<file path="src/hw/rtl/brpl_pkg.sv">
// shared types and constants for the buffer row provenance ledger
// no dependencies; imported by every module of the block
package brpl_pkg;

   // defaults for the top-level parameters
   localparam int DEF_NUM_SLOTS = 4;
   localparam int DEF_MAX_ROWS  = 64;

   // fixed field widths
   localparam int ID_W       = 16;
   localparam int ROWS_W     = 7;
   localparam int ROW_W      = 6;
   localparam int SLOT_W     = 2;
   localparam int TYPE_W     = 3;
   localparam int STAT_W     = 4;
   localparam int CNT_W      = 32;
   localparam int CFG_IDX_W  = 3;
   localparam int CFG_DATA_W = 16;
   localparam int NUM_CFG_ROWS = 4;

   // configuration register indexes
   localparam logic [CFG_IDX_W-1:0] CFG_ROWS_SLOT0  = 3'd0;
   localparam logic [CFG_IDX_W-1:0] CFG_ROWS_SLOT1  = 3'd1;
   localparam logic [CFG_IDX_W-1:0] CFG_ROWS_SLOT2  = 3'd2;
   localparam logic [CFG_IDX_W-1:0] CFG_ROWS_SLOT3  = 3'd3;
   localparam logic [CFG_IDX_W-1:0] CFG_ANY_WRITER  = 3'd4;
   localparam logic [CFG_IDX_W-1:0] CFG_NO_TAG      = 3'd5;

   // reset value of the writer and tag wildcard codes
   localparam logic [ID_W-1:0] WILDCARD_RESET = 16'hFFFF;

   typedef enum logic [TYPE_W-1:0] {
      REQ_WRITE,
      REQ_EXPECT,
      REQ_VERIFY,
      REQ_CANARY,
      REQ_RELEASE
   } req_kind_type;

   typedef enum logic [STAT_W-1:0] {
      STS_OK,
      STS_PARAM,
      STS_NOSLOT,
      STS_RANGE,
      STS_NEVER,
      STS_CANARY,
      STS_RELEASED,
      STS_WRITER,
      STS_TAG
   } status_type;

   typedef enum logic [2:0] {
      ROW_UNWRITTEN,
      ROW_WRITTEN,
      ROW_READ,
      ROW_CANARY,
      ROW_RELEASED
   } row_state_type;

   // one ledger entry as held in the row memory
   typedef struct packed {
      row_state_type   st;
      logic [ID_W-1:0] writer;
      logic [ID_W-1:0] tag;
      logic            has_exp;
      logic [ID_W-1:0] want_writer;
      logic [ID_W-1:0] want_tag;
   } row_rec_type;

   typedef enum logic [2:0] {
      FSM_IDLE,
      FSM_CHECK,
      FSM_READ,
      FSM_MODIFY,
      FSM_FINISH
   } fsm_type;

   // commands from the controller to the datapath
   typedef struct packed {
      logic load_req;
      logic check;
      logic rd_en;
      logic mod_en;
      logic step;
      logic load_rsp;
   } ctrl_cmd_type;

   // status from the datapath to the controller
   typedef struct packed {
      logic pre_err;
      logic last_row;
   } dp_status_type;

endpackage

</file>
<file path="src/hw/rtl/brpl_ctrl.sv">
// controller state machine for the ledger: sequences check, row walk and response
// depends on brpl_pkg
module brpl_ctrl
   import brpl_pkg::*;
(
   input  logic          clock,
   input  logic          reset,
   input  logic          req_valid,
   output logic          req_stall,
   output logic          rsp_valid,
   input  logic          rsp_stall,
   input  dp_status_type dp_sts,
   output ctrl_cmd_type  cmd
);

   fsm_type state_ff, state_in;
   logic    rsp_valid_ff, rsp_valid_in;

   // state and response valid registers
   always_ff @(posedge clock) begin
      if (reset) begin
         state_ff     <= FSM_IDLE;
         rsp_valid_ff <= 1'b0;
      end else begin
         state_ff     <= state_in;
         rsp_valid_ff <= rsp_valid_in;
      end
   end

   // next state and commands
   always_comb begin
      state_in = state_ff;
      cmd      = '0;
      case (state_ff)
         FSM_IDLE: begin
            if (req_valid) begin
               cmd.load_req = 1'b1;
               state_in     = FSM_CHECK;
            end
         end
         FSM_CHECK: begin
            cmd.check = 1'b1;
            state_in  = dp_sts.pre_err ? FSM_FINISH : FSM_READ;
         end
         FSM_READ: begin
            cmd.rd_en = 1'b1;
            state_in  = FSM_MODIFY;
         end
         FSM_MODIFY: begin
            cmd.mod_en = 1'b1;
            if (dp_sts.last_row) begin
               state_in = FSM_FINISH;
            end else begin
               cmd.step = 1'b1;
               state_in = FSM_READ;
            end
         end
         FSM_FINISH: begin
            if (!rsp_valid_ff || !rsp_stall) begin
               cmd.load_rsp = 1'b1;
               state_in     = FSM_IDLE;
            end
         end
         default: begin
            state_in = FSM_IDLE;
         end
      endcase
   end

   // response valid: set on load, cleared on transfer
   always_comb begin
      rsp_valid_in = rsp_valid_ff;
      if (cmd.load_rsp) begin
         rsp_valid_in = 1'b1;
      end else if (rsp_valid_ff && !rsp_stall) begin
         rsp_valid_in = 1'b0;
      end
   end

   assign req_stall = (state_ff != FSM_IDLE);
   assign rsp_valid = rsp_valid_ff;

endmodule

</file>
<file path="config.mk">
export PLATFORM = sky130hd
export DESIGN_NAME = brpl_ctrl
export DESIGN_NICKNAME = d
export VERILOG_FILES = /design/src/hw/rtl/brpl_pkg.sv /design/src/hw/rtl/brpl_ctrl.sv
export SDC_FILE = /design/constraint.sdc
export NUM_CORES = 1
export LEC_CHECK = 0
export BUFFER_PORTS_ARGS = -buffer_cell sky130_fd_sc_hd__clkbuf_2
export CORE_AREA = 2 2 39 41
export CTS_BUF_LIST = sky130_fd_sc_hd__clkbuf_16
export DETAILED_ROUTE_END_ITERATION = 8
export DIE_AREA = 0 0 41 43
export GPL_TIMING_DRIVEN = 0
export PLACE_DENSITY = 0.38
export RECOVER_POWER = 100
export SLEW_MARGIN = 30
export SYNTH_ARGS = -nofsm -noshare
export SYNTH_HDL_FRONTEND = slang
export SYNTH_SLANG_ARGS = --single-unit
</file>
<file path="constraint.sdc">
create_clock -name clock -period 2.04 [get_ports clock]
set_input_delay 0.102 -clock clock [delete_from_list [all_inputs] [get_ports clock]]
set_output_delay 0.102 -clock clock [all_outputs]
set_load 0.02 [all_outputs]
</file>
==> results.md, run 1 <==
- Status: finished clean
- Largest net degree at the start of global routing: 10
- Synth Cell Area: roughly 230 um2
- Max Root-Sink Buffers: 2
- # rows: 14
- Post-synth ARST share: 0%
- Worst setup EP type: output port
- Critical Path RT: 1940 ps
- RePlAce Congestion: 0.575
- Residual DRC: 0
- P&R area growth vs syn: 61.8%
- Htree depth: 1
- Syn. warnings: 0
- CTS root buf: clkbuf_16
- Initial Util: 16.8%
- Drt total wl: 523 um
- First-pass GRT wire length: 731 um
- Detailed Routing Iterations Pass 1: 2
- Die X: 41 um
- Most common cell after layout, fill and taps aside: clkbuf_1
- Wire per inst: 8.86 um
- Sw power: 82.1 uW
- Post-synth top area cell: dfxtp_1
- Reg2reg setup slack: 900 ps
- Leak: 0.000155 uW
- Port Buf Inserts: 13
- Peak supply drop: 0.000378 V
- Main area contributors after synthesis: dfxtp_1 34%, buf_4 6.5%, nor2_1 6.5%, nor3b_1 6.5%, or3b_4 4.8%
- Worst-path fanout max: 9
- Syn Inst Count: 27
- Max-Cap Viols: 0
- Hold WC Path Type: input pin to flop
- Worst r2r src: state_ff[1]
- Setup Viol. Count Final: 0
- Post-route non-filler standard cell count: 59
- Die H: 43 um
- Switching Share: 19.0%
- R2R cell count: 3
- Clk Latency, worst-skew pair: 220 ps
- RSZ-0062 raised after global routing: no
- Max Freq: 583 MHz
- Yosys top cell area share: 34.4%
- Library cells used by synthesis: 19
- Number of synthesized flops with an enable pin: 0
- GRT Total Usage: 6.62%
- Post-DP HPWL: between 400 and 500 um
- Minimum clock period: about 1700 ps
- # IOs: 14
- Critical path class: flop to output port
- Clock Skew: 1.83 ps
- Avg Cell Area, Syn: 8.62 um2
- Worst setup path end: cmd[0]
- Initial antenna violation count: 0
- CP Data Arrival Time: 1610 ps
- Top FF cell, synth: dfxtp_1
- Nets: between 50 and 60
- Least-Margin Pin Slew: around 330 ps
- Overflow after GRT: 0
- Post-Syn Nets: 33
- #FFs+latches synth: 4
- Power per Cell Area: 1150 mW/mm2
- Most frequent cells in the layout: 9 x clkbuf_1, 5 x clkbuf_2, 4 x nor2_1, 4 x dfxtp_1, 3 x clkbuf_16
- Slew headroom: 78.2%
- Pint: 349 uW
- Number of global-route vias before repair: ~180
- Post-CTS Repair Setup Buffers: 0
- Tcrit/Tclk final: 84.1%
- Number of DRC markers in iteration 0: 5
- CP Launch Point: state_ff[1]
- Sequential share of the synthesized area: between 30% and 40%
- TritonCTS clock tree: built
- Post-cts repair resize count: 0
- R2R Path End: state_ff[2]
- WHS Path Cells: 2
- Cells after DPL: 56
- Core Footprint: 0.00138 mm2
- Startpoint Class: flop
- Final Hold Viols: 0
- Logic pwr share: between 10 and 15%
- Die Footprint: 0.00176 mm2
- Routed Antenna Nets: 0
- Seq pwr share: about 20%
- Clk sink count: 4
- TritonCTS Buffers: 3
- Hold_buf cts: 0
- DR vias/cell: ~4
- DR vias: 238
- Worst-path clk slew: 30 ps
- Diode count: 0
- Share of cells above drive strength 1: roughly a quarter
- Clock share of power: a little over two thirds
- TNS Setup: 0 ps
- Count of pins over their slew limit: 0
cell type report:
class                           instances  area, um2
Multi-Input combinational cell         20        131
Inverter                                1       3.75
Fill cell                             165       1010
Clock buffer                            3       75.1
Tap cell                               16       20.0
Buffer                                  2       11.3
Timing Repair Buffer                   13       55.1
Sequential cell                         4       80.1
per-stage QoR:
| stage | hold slack, ps | util, % | area, um2 | total power [uW] | setup WS [ps] |
|---|---|---|---|---|---|
| CTS | 106 | 28.4 | 393 | 442 | 479 |
| global placement | 333 | 23.0 | 318 | 136 | 715 |
| detailed placement | 336 | 23.0 | 318 | 136 | 721 |
| finish | 109 | 27.2 | 377 | 431 | 325 |
| floorplan | 164 | - | 233 | 117 | 765 |
| global route | 113 | 27.2 | 377 | 449 | 248 |
routing by layer:
metal | GRT usage (%) | vias up | routed length, um
met1 | 8.65 | 100 | 252
li1 | - | 128 | -
met5 | 0 | - | 0
met4 | 6.00 | 0 | 0
met2 | 7.50 | 10 | 215
met3 | 3.14 | 0 | 56
worst min path at each step:
stage | end | slack [ps] | startpoint
final | rsp_valid | 110 | reset
after global routing | rsp_valid | 110 | reset
after CTS | rsp_valid | 110 | reset
after detailed placement | rsp_valid | 340 | reset
after global placement | rsp_valid | 330 | reset
after floorplan | rsp_valid | 160 | reset
synth_stat cells, types with 2 or more instances:
cell,count
dfxtp_1,4
nor3b_1,2
buf_4,2
nor2_1,4
power groups by stage:
stage                     clock network, uW  registers, uW  logic (uW)
after detailed placement                  0           88.0        48.2
after global routing                    314           87.2        47.8
after floorplan                           0           87.4        30.0
after CTS                               307           86.9        48.2
after global placement                    0           87.9        48.2
final                                   301           86.6        43.6
logic make-up (layout without fill, tap and decap cells):
family / after synthesis / count (layout) / synth area share (%)
AO/OA/AOI/OAI: 5 / 5 / 16.1
buffers and inverters: 3 / 19 / 8.06
flip-flops: 4 / 4 / 34.4
multiplexers: 1 / 1 / 4.30
AND/OR/NAND/NOR: 14 / 14 / 37.1
state kept, by name (all words and copies together) (netlist names):
register and cells:
rsp_valid 1, state_ff 3
critical path: stages (launching register included):
cell      delay [ps]
dfxtp_1          290
clkbuf_1         180
or3b_1           450
a21oi_1          140
buf_4            110
clkbuf_1         210
Power figures use the tool's default switching activity.
==> run 2, diff against run 1 <==
ABC_AREA = 1   (was unset)
PLACE_DENSITY = 0.39   (was 0.38)
clock period = 1.7 ns   (was 2.04 ns; I/O delays follow)
==> results.md, run 2 <==
- Post-synth ARST share: 0% (unchanged)
- Startpoint Class: flop
- Initial antenna violation count: 0 (unchanged)
- Biggest register: state_ff
- Slew headroom: 82.7% (+4.5 points)
- # rows: 14 (unchanged)
- Pint: 419 uW (+20%)
- Sequential share of the synthesized area: 32.7% (-1.8 points)
- Critical Path RT: 1620 ps (-320 ps)
- GRT Total Usage: 8.43% (+1.8 points)
- First-pass GRT wire length: 972 um (+33%)
- DR vias/cell: 3.79 (-5.9%)
- RSZ-0062 raised after global routing: no
- Nets: 65 (+27%)
- Yosys top cell area share: 32.7% (-1.8 points)
- Post-cts repair resize count: 0 (unchanged)
- Power per Cell Area: 1330 mW/mm2 (+16%)
- Worst setup EP type: output port
- Most frequent cells in the layout: 12 x inv_1, 8 x clkbuf_1, 7 x nand2_1, 6 x nor2_1, 5 x clkbuf_2
- Minimum clock period: 1300 ps
- Most common cell after layout, fill and taps aside: inv_1
- TritonCTS clock tree: built
- Clock Skew: 0.658 ps (-1.18 ps)
- CP Data Arrival Time: 1210 ps (-400 ps)
- Overflow after GRT: 0 (unchanged)
- Status: finished clean
- Post-DP HPWL: 437 um (+7.9%)
- Clk Latency, worst-skew pair: 220 ps (about the same)
- # IOs: 14 (unchanged)
- Routed Antenna Nets: 0 (unchanged)
- P&R area growth vs syn: 61.2%
- Peak supply drop: 0.000624 V (+65%)
- Most common cell in the netlist: inv_1
- Worst-path fanout max: 7 (-2)
- TritonCTS Buffers: 3 (unchanged)
- Synth top cells by count: 12 x inv_1, 7 x nand2_1, 6 x nor2_1
- Least-Margin Pin Slew: 260 ps (-66.6 ps)
- Synth Cell Area: 245 um2 (+5.4%)
- Hold_buf cts: 0 (unchanged)
- Die Footprint: 0.00176 mm2 (unchanged)
- GRT met1 Usage: 9.65% (+0.99 points)
- M2 GR Usage: 11.3% (+3.8 points)
- Wire per inst: 7.66 um (-14%)
- Top FF cell, synth: dfxtp_1
- Leak: 0.000233 uW (+50%)
- Die H: 43 um (unchanged)
- Die X: 41 um (unchanged)
- Final Hold Viols: 0 (unchanged)
- Core Footprint: 0.00138 mm2 (unchanged)
- Hold WC Path Type: input pin to flop
- Number of synthesized flops with an enable pin: 0 (unchanged)
- Residual DRC: 0 (unchanged)
- Clk sink count: 4 (unchanged)
- Tcrit/Tclk final: between 70% and 80%
- Logic pwr share: 10.8% (+0.7 points)
- DR vias: 277 (+16%)
- Initial Util: 17.7% (+0.90 points)
- TNS Setup: 0 ps (unchanged)
- Multi-input logic area: 113 um2 (-14%)
- Library cells used by synthesis: 13 (-6)
- Post-Syn Nets: 47 (+42%)
- Fillers: 171 (+3.6%)
- Main area contributors after synthesis: dfxtp_1 33%, inv_1 18%, nand2_1 11%, nor2_1 9.2%, nand3_1 8.2%
- Max reg flops: 3 (unchanged)
- Max Root-Sink Buffers: 2 (unchanged)
- Avg Cell Area, Syn: 5.98 um2 (-31%)
- Met3 GRT Util: 3.14% (unchanged)
- Post-synth top area cell: dfxtp_1
- Number of DRC markers in iteration 0: 2 (-3)
- Clock share of power: 68.8% (-1.0 points)
- Sequential cell area: 80.1 um2 (unchanged)
- Syn Inst Count: 41 (+52%)
- Post-CTS Repair Setup Buffers: 0 (unchanged)
- Sw power: 105 uW (+28%)
- Htree depth: 1 (unchanged)
- Count of pins over their slew limit: 0 (unchanged)
- Switching Share: 20.1% (+1.1 points)
- Max Freq: ~770 MHz
- Critical path class: flop to output port
- GR peak layer: met2
- CTS root buf: clkbuf_16
- Max-Cap Viols: 0 (unchanged)
- Share of cells above drive strength 1: 21.1% (-2.2 points)
- Port Buf Inserts: 13 (unchanged)
- Drt total wl: 559 um (+6.9%)
- Number of global-route vias before repair: 258 (+46%)
- RePlAce Congestion: 0.661 (+15%)
- WHS: 63.6 ps (-45.5 ps)
- Largest net degree at the start of global routing: 8 (-2)
- #FFs+latches synth: 4 (unchanged)
- Syn. warnings: 0 (unchanged)
- Seq pwr share: 20.3% (+0.2 points)
- Setup Viol. Count Final: 0 (unchanged)
- Detailed Routing Iterations Pass 1: 4 (+2)
- Worst-path clk slew: 30 ps (about the same)
- Diode count: 0 (unchanged)
## run 2: changes by cell type after synthesis, sizes merged, moves of 2 or more
cell	delta
nor2	+3
inv	+11
nor3b	-2
nand3	+5
nand2	+7
## run 2: worst paths after layout
path                            slack [ps]   startpoint          end  cells past startpoint
worst max-delay path                   400  state_ff[1]       cmd[0]                      5
worst min-delay path                    60        reset  state_ff[0]                      2
worst max register to register         780  state_ff[1]  state_ff[1]                      6
worst min register to register         480    rsp_valid    rsp_valid                      2
## run 2: area by class of cell
class,instances,share of cell area [%]
buffer,1,1.90
clock buffer,3,19.0
inverter,12,11.4
multi-input combinational,24,28.5
sequential,4,20.3
tap,16,5.06
timing repair buffer,13,13.9
## run 2: per-layer routing
layer  wire length [um]  part of all wire, %
met1                267                   48
met2                262                   47
met3                 29                  5.2
met4                  0                    0
met5                  0                    0
## run 2: cell families after synthesis
group           synth area share, %
buf+inv                        21.4
simple gates                   41.8
flops                          32.7
compound gates                 4.08
## run 2: critical path, cell delays in order, from the launching register on
cell and delay [ps]:
dfxtp_1 360, nor2_1 140, nand2_1 80, nor2_1 100
buf_4 100, clkbuf_1 210
## run 2: stage by stage
step / setup slack, ps / total power (uW) / instance area [um2] / instances / utilization [%]
2_1_floorplan: 626 / 146 / 245 / 41 / -
3_3_place_gp: 681 / 169 / 330 / 70 / 23.9
3_5_place_dp: 686 / 168 / 330 / 70 / 23.9
4_1_cts: 447 / 534 / 405 / 73 / 29.3
5_1_grt: 262 / 548 / 395 / 73 / 28.6
6_report: 401 / 524 / 395 / 73 / 28.6
## run 2: power by group through the flow
stage,Combinational [uW],Clock (uW),Sequential [uW]
global placement,60.3,0,108
floorplan,39.0,0,107
CTS,61.1,367,107
finish,56.8,361,107
detailed placement,60.5,0,108
global route,66.1,374,108
==> run 3, diff against run 2 <==
clock period = 1.25 ns   (was 1.7 ns; I/O delays follow)
==> results.md, run 3 (synthesis results as in run 2) <==
- DR vias/cell: 3.82 (+0.72%)
- Leak: 0.000245 uW (+5.3%)
- R2R Path End: state_ff[1]
- Wire per inst: 7.75 um (+1.3%)
- Number of global-route vias before repair: 258 (unchanged)
- P&R area growth vs syn: 66.3%
- CP Launch Point: state_ff[0]
- Power Total: 718 uW (+37%)
- # IOs: 14 (unchanged)
- Number of DRC markers in iteration 0: 3 (+1)
- # rows: 14 (unchanged)
- Minimum clock period: about 1200 ps
- Core Footprint: 0.00138 mm2 (unchanged)
- First-pass GRT wire length: 972 um (unchanged)
- Worst-path clk slew: 30 ps (about the same)
- WL met1: 259 um (-3.0%)
- Wire length on met2: 270 um (+3.1%)
- Final Hold Viols: 0 (unchanged)
- Fillers: 171 (unchanged)
- Nets: 65 (unchanged)
- Biggest register: state_ff
- GRT Total Usage: 8.43% (unchanged)
- Clk Latency, worst-skew pair: 220 ps (about the same)
- Detailed Routing Iterations Pass 1: 4 (unchanged)
- Max reg flops: 3 (unchanged)
- CTS root buf: clkbuf_16
- Die H: 43 um (unchanged)
- Worst r2r src: state_ff[0]
- Critical path class: flop to output port
- DR vias: 279 (+0.72%)
- Initial Util: 17.7% (unchanged)
- Overflow after GRT: 0 (unchanged)
- Die X: 41 um (unchanged)
- Power per Cell Area: 1760 mW/mm2 (+33%)
- Setup Viol. Count Final: 0 (unchanged)
- Post-CTS Repair Setup Buffers: 0 (unchanged)
- Post-DP HPWL: 437 um (unchanged)
- Max Root-Sink Buffers: 2 (unchanged)
- Most common cell after layout, fill and taps aside: inv_1
- Tcrit/Tclk final: between 90% and 100%
- Drt total wl: 566 um (+1.3%)
- Htree depth: 1 (unchanged)
- Largest net degree at the start of global routing: 8 (unchanged)
- Share of cells above drive strength 1: 35.1% (+14 points)
- Worst setup EP type: output port
- Startpoint Class: flop
- Max-Cap Viols: 0 (unchanged)
- Residual DRC: 0 (unchanged)
- TritonCTS clock tree: built
- Peak supply drop: 0.000850 V (+36%)
- Die Footprint: 0.00176 mm2 (unchanged)
- Max Freq: 868 MHz
- Worst-path fanout max: 5 (-2)
- RSZ-0062 raised after global routing: no
- Max Used Layer: met3
- Hold WC Path Type: input pin to flop
- Count of pins over their slew limit: 0 (unchanged)
- Routed Antenna Nets: 0 (unchanged)
- Hold_buf cts: 0 (unchanged)
- Worst setup path end: cmd[0]
- Reg2reg setup slack: 390 ps (-390 ps)
- Critical Path RT: 1190 ps (-430 ps)
- Slew headroom: 82.7% (about the same)
- Clock Skew: 0.445 ps (-0.213 ps)
- Post-cts repair resize count: 0 (unchanged)
- Clk sink count: 4 (unchanged)
- Least-Margin Pin Slew: 260 ps (-0.104 ps)
- CP Data Arrival Time: 1090 ps (-120 ps)
- RePlAce Congestion: 0.661 (unchanged)
- Diode count: 0 (unchanged)
- TNS Setup: 0 ps (unchanged)
- Met3 wire len: 37 um (+28%)
- Most frequent cells in the layout: 12 x inv_1, 8 x clkbuf_2, 7 x nand2_1, 5 x clkbuf_1
- Multi-input logic area: 118 um2 (+4.4%)
- R2R cell count: 6 (unchanged)
- Sequential cell area: 83.8 um2 (+4.7%)
- Port Buf Inserts: 13 (unchanged)
- Status: finished clean
- TritonCTS Buffers: 3 (unchanged)
- Initial antenna violation count: 0 (unchanged)
-- run 3: cell count changes in the layout (fill, tap and decap cells not counted) --
cell	change
clkbuf_1	-3
clkbuf_2	+3
dfxtp_1	-3
dfxtp_2	+3
nor2_1	-2
nor2_2	+2
-- run 3: worst min-delay path by stage --
stage	startpoint	endpoint	slack, ps	depth (start not counted)
global route	reset	state_ff[0]	60	2
detailed placement	reset	state_ff[0]	270	2
global placement	reset	state_ff[0]	270	2
floorplan	reset	rsp_valid	130	1
CTS	reset	rsp_valid	40	2
finish	reset	state_ff[0]	30	2
-- run 3: power breakdown --
group          total [uW]  internal, uW  switching (uW)
clock network         490           408            82.4
logic                80.1          28.7            51.4
registers             148           137            10.8
total                 718           573             145
-- run 3: final cells by class --
type | count | area share (%)
multi-input combinational | 24 | 28.8
sequential | 4 | 20.6
clock buffer | 3 | 18.4
timing repair buffer | 13 | 14.4
inverter | 12 | 11.0
tap | 16 | 4.91
buffer | 1 | 1.84
-- run 3: worst max-delay path, cell delays in order, from the launching register on --
cell and delay, ps:
dfxtp_2 340, nor2_2 120, nand2_1 70, nor2_1 90, buf_4 100, clkbuf_2 150
-- run 3: routing by layer --
metal | global-route usage, % | up-vias
li1 | - | 153
met1 | 9.65 | 117
met2 | 11.3 | 9
met3 | 3.14 | 0
met4 | 8.00 | 0
met5 | 0 | -
-- run 3: stage by stage --
stage | utilization (%) | instances | hold WS (ps) | area, um2 | worst slack [ps]
finish | 29.5 | 73 | 33.5 | 408 | 97.8
global route | 29.5 | 73 | 59.8 | 408 | 1.62
CTS | 29.3 | 73 | 44.6 | 405 | 19.3
detailed placement | 23.9 | 70 | 275 | 330 | 259
global placement | 23.9 | 70 | 271 | 330 | 253
floorplan | - | 41 | 132 | 245 | 199
